===== config.mk =====
export PLATFORM = sky130hd
export DESIGN_NAME = auto_gain_ranging
export DESIGN_NICKNAME = d
export VERILOG_FILES = /design/src/rtl/core/agr_pkg.sv /design/src/rtl/core/auto_gain_ranging.sv /design/src/rtl/core/agr_in_reg.sv /design/src/rtl/core/agr_range_core.sv /design/src/rtl/core/agr_out_reg.sv
export SDC_FILE = /design/constraint.sdc
export NUM_CORES = 1
export LEC_CHECK = 0
export BUFFER_PORTS_ARGS = -buffer_cell sky130_fd_sc_hd__buf_4
export CORE_MARGIN = 2
export CORE_UTILIZATION = 42
export CTS_CLUSTER_SIZE = 28
export DETAILED_ROUTE_END_ITERATION = 7
export GPL_ROUTABILITY_DRIVEN = 0
export PLACE_DENSITY = 0.64
export SETUP_SLACK_MARGIN = 0.1
export SYNTH_ARGS = -nofsm -noshare
export SYNTH_HDL_FRONTEND = slang
export SYNTH_SLANG_ARGS = --single-unit

===== constraint.sdc =====
create_clock -name clk -period 8.4 [get_ports clk]
set_clock_uncertainty 0.2 [all_clocks]
set_input_delay 2.1 -clock clk [delete_from_list [all_inputs] [get_ports clk]]
set_output_delay 2.1 -clock clk [all_outputs]
set_load 0.01 [all_outputs]

===== src/rtl/core/agr_pkg.sv =====
// Shared types, constants and the bandwidth limit function for gain ranging
package agr_pkg;

    // Number of gain codes and the clipping guard band in ADC counts
    localparam int GAIN_STEPS    = 11;
    localparam int SAFETY_MARGIN = 100;

    // Field widths
    localparam int SAMPLE_W = 12;
    localparam int GAIN_W   = 4;
    localparam int FREQ_W   = 23;
    localparam int MARGIN_W = 12;
    localparam int CFG_IDX_W = 1;

    // Gain-bandwidth product times eight, in Hz
    localparam logic [25:0] GBW_X8 = 26'd48000000;

    localparam logic [GAIN_W-1:0] GAIN_MAX   = GAIN_W'(GAIN_STEPS - 1);
    localparam logic [GAIN_W-1:0] GAIN_RESET = GAIN_W'(3);

    // Extremes after a clear
    localparam logic signed [SAMPLE_W-1:0] MIN_RESET = 12'sd2047;
    localparam logic signed [SAMPLE_W-1:0] MAX_RESET = -12'sd2048;

    // Configuration register indexes
    localparam logic [CFG_IDX_W-1:0] REG_SIGNAL_FREQUENCY = 1'b0;
    localparam logic [CFG_IDX_W-1:0] REG_INCREASE_MARGIN  = 1'b1;

    // Item kinds
    localparam logic ACT_START  = 1'b0;
    localparam logic ACT_SAMPLE = 1'b1;

    typedef enum logic [1:0] {
        VERDICT_DECREASED = 2'd0,
        VERDICT_INCREASED = 2'd1,
        VERDICT_HOLD      = 2'd2,
        VERDICT_OVERLOAD  = 2'd3
    } verdict_t;

    typedef struct packed {
        logic                       action;
        logic                       channel;
        logic signed [SAMPLE_W-1:0] sample;
        logic                       last_sample;
    } item_t;

    typedef struct packed {
        logic              result_channel;
        verdict_t          verdict;
        logic [GAIN_W-1:0] gain_index;
    } result_t;

    // Largest k below GAIN_STEPS with freq * 2^k within the GBW budget, else 0
    function automatic logic [GAIN_W-1:0] compute_limit(input logic [FREQ_W-1:0] freq);
        logic [GAIN_W-1:0] lim;
        lim = '0;
        for (int k = 1; k < GAIN_STEPS; k++) begin
            if ({3'b000, freq} <= (GBW_X8 >> k)) begin
                lim = GAIN_W'(k);
            end
        end
        return lim;
    endfunction

endpackage


===== src/rtl/core/auto_gain_ranging.sv =====
// Top level of the amplifier gain auto-ranging block
// Slave stream s_*: one item per transfer. tuser[0] is the kind (0 start
// ranging, 1 ADC sample), tuser[1] the channel, tdata[11:0] the signed sample
// and tlast marks the final sample of a waveform.
// Master stream m_*: one result per waveform end, carrying the verdict and the
// new gain code in tdata and the channel in tuser. Start items and other
// samples give no result.
// Configuration: cfg_we writes cfg_data into register cfg_index (0 signal
// frequency, 1 increase margin); write only while no item is in flight.
// Path: a waveform end passes the input register and, once there is room,
// the combinational decision into the result register, which drives m_tvalid.
// Throughput: one item per cycle when not stalled (see Stall); all work sits
// in a single combinational step between the input and result registers.
// Reset: both channels return to gain code 3, the bandwidth limit to the top
// code, the extremes are cleared and both streams go empty.
// Stall: a held result still lets one more item in, and items without a
// result keep flowing; s_tready drops only when a waveform end is waiting
// for the result register.
module auto_gain_ranging
    import agr_pkg::*;
(
    input  logic                 clk,
    input  logic                 rst_n,
    input  logic                 s_tvalid,
    output logic                 s_tready,
    input  logic [15:0]          s_tdata,   // [11:0] sample, [15:12] zero
    input  logic [1:0]           s_tuser,   // [0] action, [1] channel
    input  logic                 s_tlast,   // last_sample
    output logic                 m_tvalid,
    input  logic                 m_tready,
    output logic [7:0]           m_tdata,   // [1:0] verdict, [5:2] gain_index, [7:6] zero
    output logic                 m_tuser,   // result_channel
    input  logic                 cfg_we,
    input  logic [CFG_IDX_W-1:0] cfg_index,
    input  logic [FREQ_W-1:0]    cfg_data
);

    logic [FREQ_W-1:0]   freq_reg;
    logic [FREQ_W-1:0]   freq_next;
    logic [MARGIN_W-1:0] margin_reg;
    logic [MARGIN_W-1:0] margin_next;

    logic    item_valid;
    item_t   item;
    logic    take;
    logic    res_load;
    result_t res;
    logic    out_free;

    // Decode configuration writes
    always_comb
    begin
        freq_next   = freq_reg;
        margin_next = margin_reg;
        if (cfg_we)
        begin
            unique case (cfg_index)
                REG_SIGNAL_FREQUENCY: freq_next   = cfg_data;
                REG_INCREASE_MARGIN:  margin_next = cfg_data[MARGIN_W-1:0];
                default: ;
            endcase
        end
    end

    always_ff @(posedge clk or negedge rst_n)
    begin
        if (!rst_n)
        begin
            freq_reg   <= FREQ_W'(1000);
            margin_reg <= MARGIN_W'(1023);
        end
        else
        begin
            freq_reg   <= freq_next;
            margin_reg <= margin_next;
        end
    end

    agr_in_reg u_in_reg (
        .clk        (clk),
        .rst_n      (rst_n),
        .s_tvalid   (s_tvalid),
        .s_tready   (s_tready),
        .s_tdata    (s_tdata),
        .s_tuser    (s_tuser),
        .s_tlast    (s_tlast),
        .take       (take),
        .item_valid (item_valid),
        .item       (item)
    );

    agr_range_core u_core (
        .clk              (clk),
        .rst_n            (rst_n),
        .item_valid       (item_valid),
        .item             (item),
        .out_free         (out_free),
        .signal_frequency (freq_reg),
        .increase_margin  (margin_reg),
        .take             (take),
        .res_load         (res_load),
        .res              (res)
    );

    agr_out_reg u_out_reg (
        .clk      (clk),
        .rst_n    (rst_n),
        .load     (res_load),
        .res      (res),
        .out_free (out_free),
        .m_tvalid (m_tvalid),
        .m_tready (m_tready),
        .m_tdata  (m_tdata),
        .m_tuser  (m_tuser)
    );

endmodule


===== src/rtl/core/agr_in_reg.sv =====
// Input register: captures one item from the slave stream
module agr_in_reg
    import agr_pkg::*;
(
    input  logic        clk,
    input  logic        rst_n,
    input  logic        s_tvalid,
    output logic        s_tready,
    input  logic [15:0] s_tdata,   // [11:0] sample, [15:12] zero
    input  logic [1:0]  s_tuser,   // [0] action, [1] channel
    input  logic        s_tlast,   // last_sample
    input  logic        take,
    output logic        item_valid,
    output item_t       item
);

    logic  valid_reg;
    logic  valid_next;
    item_t item_reg;

    // Free when empty or when the held item moves on this cycle
    assign s_tready = !valid_reg || take;

    always_comb
    begin
        valid_next = valid_reg;
        if (s_tready)
        begin
            valid_next = s_tvalid;
        end
    end

    always_ff @(posedge clk or negedge rst_n)
    begin
        if (!rst_n)
        begin
            valid_reg <= 1'b0;
        end
        else
        begin
            valid_reg <= valid_next;
        end
    end

    // Hold payload until a new item is taken
    always_ff @(posedge clk)
    begin
        if (s_tvalid && s_tready)
        begin
            item_reg.action      <= s_tuser[0];
            item_reg.channel     <= s_tuser[1];
            item_reg.sample      <= $signed(s_tdata[SAMPLE_W-1:0]);
            item_reg.last_sample <= s_tlast;
        end
    end

    assign item_valid = valid_reg;
    assign item       = item_reg;

endmodule


===== src/rtl/core/agr_range_core.sv =====
// Ranging state and decision: gain store, bandwidth limit and running extremes
module agr_range_core
    import agr_pkg::*;
(
    input  logic                clk,
    input  logic                rst_n,
    input  logic                item_valid,
    input  item_t               item,
    input  logic                out_free,
    input  logic [FREQ_W-1:0]   signal_frequency,
    input  logic [MARGIN_W-1:0] increase_margin,
    output logic                take,
    output logic                res_load,
    output result_t             res
);

    localparam logic signed [13:0] HEAD_BASE = 14'(2047 - SAFETY_MARGIN);
    localparam logic signed [13:0] FOOT_BASE = 14'(-2048 + SAFETY_MARGIN);

    logic [GAIN_W-1:0]          gain_reg [2];
    logic [GAIN_W-1:0]          gain_next [2];
    logic [GAIN_W-1:0]          limit_reg;
    logic [GAIN_W-1:0]          limit_next;
    logic signed [SAMPLE_W-1:0] min_reg;
    logic signed [SAMPLE_W-1:0] min_next;
    logic signed [SAMPLE_W-1:0] max_reg;
    logic signed [SAMPLE_W-1:0] max_next;

    logic                       ends_wave;
    logic signed [SAMPLE_W-1:0] upd_min;
    logic signed [SAMPLE_W-1:0] upd_max;
    logic signed [13:0]         head;
    logic signed [13:0]         foot;
    logic signed [13:0]         margin_s;
    logic [GAIN_W-1:0]          cur_gain;
    logic [GAIN_W-1:0]          new_gain;
    logic [GAIN_W-1:0]          new_limit;
    verdict_t                   verdict;

    // Only a waveform end needs room in the result register
    assign ends_wave = (item.action == ACT_SAMPLE) && item.last_sample;
    assign take      = item_valid && (!ends_wave || out_free);
    assign res_load  = take && ends_wave;

    // Fold the sample into the extremes
    assign upd_min = (item.sample < min_reg) ? item.sample : min_reg;
    assign upd_max = (item.sample > max_reg) ? item.sample : max_reg;

    // Headroom, footroom and the increase threshold as signed values
    assign head     = HEAD_BASE - {{2{upd_max[SAMPLE_W-1]}}, upd_max};
    assign foot     = {{2{upd_min[SAMPLE_W-1]}}, upd_min} - FOOT_BASE;
    assign margin_s = $signed({2'b00, increase_margin});

    assign cur_gain  = gain_reg[item.channel];
    assign new_limit = compute_limit(signal_frequency);

    // Decide the gain step
    always_comb
    begin
        new_gain = cur_gain;
        verdict  = VERDICT_HOLD;
        if (head < 0 || foot < 0)
        begin
            if (cur_gain != '0)
            begin
                new_gain = cur_gain - GAIN_W'(1);
                verdict  = VERDICT_DECREASED;
            end
            else
            begin
                verdict = VERDICT_OVERLOAD;
            end
        end
        else if (head > margin_s && foot > margin_s)
        begin
            if (cur_gain < limit_reg)
            begin
                new_gain = cur_gain + GAIN_W'(1);
                verdict  = VERDICT_INCREASED;
            end
        end
    end

    // Next state for start and sample items
    always_comb
    begin
        gain_next  = gain_reg;
        limit_next = limit_reg;
        min_next   = min_reg;
        max_next   = max_reg;
        if (take)
        begin
            if (item.action == ACT_START)
            begin
                limit_next = new_limit;
                if (cur_gain > new_limit)
                begin
                    gain_next[item.channel] = new_limit;
                end
                min_next = MIN_RESET;
                max_next = MAX_RESET;
            end
            else if (item.last_sample)
            begin
                gain_next[item.channel] = new_gain;
                min_next = MIN_RESET;
                max_next = MAX_RESET;
            end
            else
            begin
                min_next = upd_min;
                max_next = upd_max;
            end
        end
    end

    always_ff @(posedge clk or negedge rst_n)
    begin
        if (!rst_n)
        begin
            gain_reg[0] <= GAIN_RESET;
            gain_reg[1] <= GAIN_RESET;
            limit_reg   <= GAIN_MAX;
            min_reg     <= MIN_RESET;
            max_reg     <= MAX_RESET;
        end
        else
        begin
            gain_reg  <= gain_next;
            limit_reg <= limit_next;
            min_reg   <= min_next;
            max_reg   <= max_next;
        end
    end

    assign res.result_channel = item.channel;
    assign res.verdict        = verdict;
    assign res.gain_index     = new_gain;

`ifndef SYNTHESIS
    // Stored gain codes never leave the table
    assert property (@(posedge clk) disable iff (!rst_n)
        gain_reg[0] <= GAIN_MAX && gain_reg[1] <= GAIN_MAX)
        else $error("gain code beyond table");

    // A waveform end clears the extremes
    assert property (@(posedge clk) disable iff (!rst_n)
        res_load |=> (min_reg == MIN_RESET && max_reg == MAX_RESET))
        else $error("extremes not cleared after waveform end");

    // An increase on channel 0 stores the reported code for that channel
    assert property (@(posedge clk) disable iff (!rst_n)
        (res_load && res.verdict == VERDICT_INCREASED && !res.result_channel)
        |=> gain_reg[0] == $past(res.gain_index))
        else $error("increased gain not stored");

    // Overload is only reported at the lowest gain
    assert property (@(posedge clk) disable iff (!rst_n)
        (res_load && res.verdict == VERDICT_OVERLOAD) |-> res.gain_index == '0)
        else $error("overload reported above lowest gain");
`endif

endmodule


===== src/rtl/core/agr_out_reg.sv =====
// Result register: holds one result item for the master stream
module agr_out_reg
    import agr_pkg::*;
(
    input  logic       clk,
    input  logic       rst_n,
    input  logic       load,
    input  result_t    res,
    output logic       out_free,
    output logic       m_tvalid,
    input  logic       m_tready,
    output logic [7:0] m_tdata,   // [1:0] verdict, [5:2] gain_index, [7:6] zero
    output logic       m_tuser    // result_channel
);

    logic    valid_reg;
    logic    valid_next;
    result_t res_reg;

    // Room when empty or when the held item leaves this cycle
    assign out_free = !valid_reg || m_tready;

    always_comb
    begin
        valid_next = valid_reg;
        if (load)
        begin
            valid_next = 1'b1;
        end
        else if (m_tready)
        begin
            valid_next = 1'b0;
        end
    end

    always_ff @(posedge clk or negedge rst_n)
    begin
        if (!rst_n)
        begin
            valid_reg <= 1'b0;
        end
        else
        begin
            valid_reg <= valid_next;
        end
    end

    always_ff @(posedge clk)
    begin
        if (load)
        begin
            res_reg <= res;
        end
    end

    assign m_tvalid = valid_reg;
    assign m_tdata  = {2'b00, res_reg.gain_index, res_reg.verdict};
    assign m_tuser  = res_reg.result_channel;

endmodule

==> results.md <==
- Level count of the clock H-tree: 3
- Achievable frequency: 0.134 GHz
- Fillers: 1519
- Data arrival time of the worst path: 7520 ps
- Max-cap violations: 0
- Slack of the worst reg-to-reg path: 920 ps
- Count of hold buffers inserted by post-cts repair: 0
- Crit path from: u_in_reg.item[12]$_DFFE_PP_
- Delay of the slowest cell on the worst path: 770 ps
- Post-synth cell types: 79
- Vias per cell: 5.74
- Post-Route Setup TNS: 0 ps
- Setup crit end kind: register
- Crit path depth: 28
- Share of final-layout standard cells stronger than drive strength 1: 0.218
- Number of warning messages in the yosys log: 0
- Placement-stage cell area: 7330 µm²
- Worst Tran Pin Value: 1100 ps
- Clock insertion delay at the later pin of the skew report: 350 ps
- Area of the core: 15800 µm²
- Number of setup buffers added after CTS: 0
- Final-report setup violation count: 0
- Total routed wirelength: 16400 µm
- Num ports: 59
- Leading post-synthesis cells by cell area: dfrtp_1 14%, dfstp_2 13%, ha_1 11%
- Wire length of the first global-routing pass: 27100 µm
- Met1 layer wirelength in the final routing: 7870 µm
- Gr usage total: 0.203
- Met2 wire length: 7390 µm
- Diode insertion count for antenna repair: 0
- Deepest clock path buffer count: 2
- Wire per inst: 16.9 µm
- Initial DRC Count: 488
- Highest-delay cell along the critical path: ha_1
- RSZ-0062 raised after global routing: false
- Library cell with the largest summed area after synthesis: dfrtp_1
- Power per cell area: 216 nW/µm²
- Post-synthesis instance area: 6770 µm²
- Congestion Overflow GR: 0
- Critical path's top delay family: compound AO/OA/AOI/OAI gates
- Most used DFF post-synth: dfrtp_1
- Largest net degree at the start of global routing: 74
- Clock Sinks: 95
- Clock transition time at the flip-flop clock pins of the worst setup and hold paths: 70 ps
- Area of the die: 17200 µm²
- Top cell type's share of synthesized area: 0.144
- DP Cell Count: 953
- Number of nets in the layout: 854
- Flip-flop count of the largest register, all copies and words added: 23
- X dimension of the die: 131 µm
- Path type of the worst min-delay path: reg -> reg
- First-pass DRT Iterations: 5
- Residual DRC: 0
- Resized cells post-CTS: 0
- Final Instance Count excl. Fillers: 969
- Sequential-to-total area share from yosys stat: 0.374
- Final cycle utilization of the critical path: 0.891
- Number of enable flip-flop cells after synthesis: 22
- Endpoint of the worst-slack reg-to-reg timing path: u_core.gain_reg[7]$_DFFE_PN0P_
- Area growth from synthesis to final layout: 12.3%
- Starting density of the core: 0.428
- Fraction of registers with async set or reset after synthesis: 0.768
- Top layer reached by signal wires: met4
- Multi-input gate area: 3900 µm²
- Status: finished clean
- Worst reg-to-reg path cell count: 28
- CTS root buffer: clkbuf_16
- Flip-flop and latch count after synthesis: 95
- Peak ir drop on the vdd network: 0.115 mV
- Capturing element of the worst setup path: u_core.gain_reg[7]$_DFFE_PN0P_
- DR vias: 5566
- Total design power: 1.65 mW
- Post-Route Hold Slack: 274 ps
- Endpoints failing hold: 0
- Clock tree from TritonCTS: done
- Average instance area after synthesis: 9.46 µm²
- Count of pins over their slew limit: 0
- Setup CP Type: reg -> reg
- Num CTS Buffers: 9
- Cell Rows: 46
- Number of instances in the synthesized netlist: 716
- Vias in the first global route: 5380
- Post-layout instance area: 7610 µm²
- Die height: 131 µm
- Reg area: 2530 µm²
- Post-DP HPWL: 12300 µm
- Critical path data required time: 8440 ps
- Reported leakage power: 3.21 nW
- Launching element type of the critical path: register
- Critical register-to-register path startpoint: u_in_reg.item[12]$_DFFE_PP_
- Initial antenna violation count: 0
- Minimum period implied by the final worst setup slack: 7480 ps
- Max-Slew Margin vs Limit: 0.265
- Max FO, Critical Path: 15
- Buffers and inverters on the worst path: 1
- Number of routed nets with antenna violations: 0
- Number of port buffers: 52
- Routed wire length on met3: 771 µm
-- cell type report --
cell class,instances,area share
timing repair buffer,56,0.0553
clock inverter,3,0.00214
multi-input combinational,531,0.513
clock buffer,13,0.0344
tap,216,0.0355
sequential,95,0.333
inverter,55,0.0271
-- metal layers --
layer,track usage,vias to the layer above
met5,0,-
met4,0.0701,0
met3,0.0391,28
met2,0.318,158
met1,0.281,2699
li1,-,2681
-- per-stage QoR --
step / setup slack [ps] / utilization
2_1_floorplan: 2150 / -
3_3_place_gp: 1190 / 0.463
3_5_place_dp: 1050 / 0.463
4_1_cts: 1020 / 0.481
5_1_grt: 274 / 0.481
6_report: 917 / 0.481
-- cell usage in the layout (no fill, tap or decap), types with 10 or more instances in the layout --
cell type  count
nand2_1       59
ha_1          58
buf_4         56
inv_1         55
a21oi_1       51
nor2_1        45
o21ai_0       40
mux2_2        40
dfrtp_1       39
dfstp_2       34
edfxtp_1      22
nor3_1        16
xnor2_1       15
mux2i_1       14
nand3_1       13
nor2b_1       11
nand4_1       11
o22ai_1       11
o22a_1        11
nand2b_1      10
clkbuf_16     10
-- worst reg2reg max path: cells and delay by family, from the launching register on --
kind                       cells  cell delay, ps
buffers and inverters          1             130
AOI/OAI and AO/OA             12            2260
adders and majority gates      3            1310
and+or+nand+nor                8            2040
xor gates and xnor gates       1             160
DFF                            1             540
muxes                          3             750
-- worst min path at each step --
stage	start	slack (ps)	cells after the start	to
2_1_floorplan	u_in_reg.item[13]$_DFFE_PP_	220	0	u_out_reg.m_tuser$_DFFE_PP_
4_1_cts	u_core.gain_reg[5]$_DFFE_PN1P_	280	2	u_core.gain_reg[5]$_DFFE_PN1P_
6_report	u_core.gain_reg[1]$_DFFE_PN1P_	270	2	u_core.gain_reg[1]$_DFFE_PN1P_
3_5_place_dp	u_core.gain_reg[5]$_DFFE_PN1P_	270	2	u_core.gain_reg[5]$_DFFE_PN1P_
5_1_grt	u_core.gain_reg[1]$_DFFE_PN1P_	290	2	u_core.gain_reg[1]$_DFFE_PN1P_
3_3_place_gp	u_core.gain_reg[5]$_DFFE_PN1P_	260	2	u_core.gain_reg[5]$_DFFE_PN1P_
-- cell usage after synthesis (all sizes together) (11+ instances only) --
cell type  instances
nand2             59
nor2              46
o22a              11
edfxtp            22
ha                58
o22ai             12
clkbuf            28
dfrtp             39
a21oi             52
xnor2             15
nor3              16
mux2              44
inv               55
nand3             13
o21ai             42
dfstp             34
mux2i             16
nor2b             12
nand4             12
-- where the power goes --
group	switching, mW	leakage (nW)	internal [mW]
Sequential	0.0764	1.05	0.564
Clock	0.174	0.139	0.218
Combinational	0.342	2.01	0.270
-- cells by family (layout without fill, tap and decap cells) --
logic type | Yosys count | after routing | synth area share
fa+ha+maj | 58 | 58 | 0.107
buf+inv | 91 | 127 | 0.0521
simple gates | 208 | 208 | 0.157
other cells | 1 | 2 | 0.000554
mux | 60 | 60 | 0.101
xor+xnor | 22 | 22 | 0.0285
compound gates | 181 | 181 | 0.180
flops | 95 | 95 | 0.374
Power figures use the tool's default switching activity.
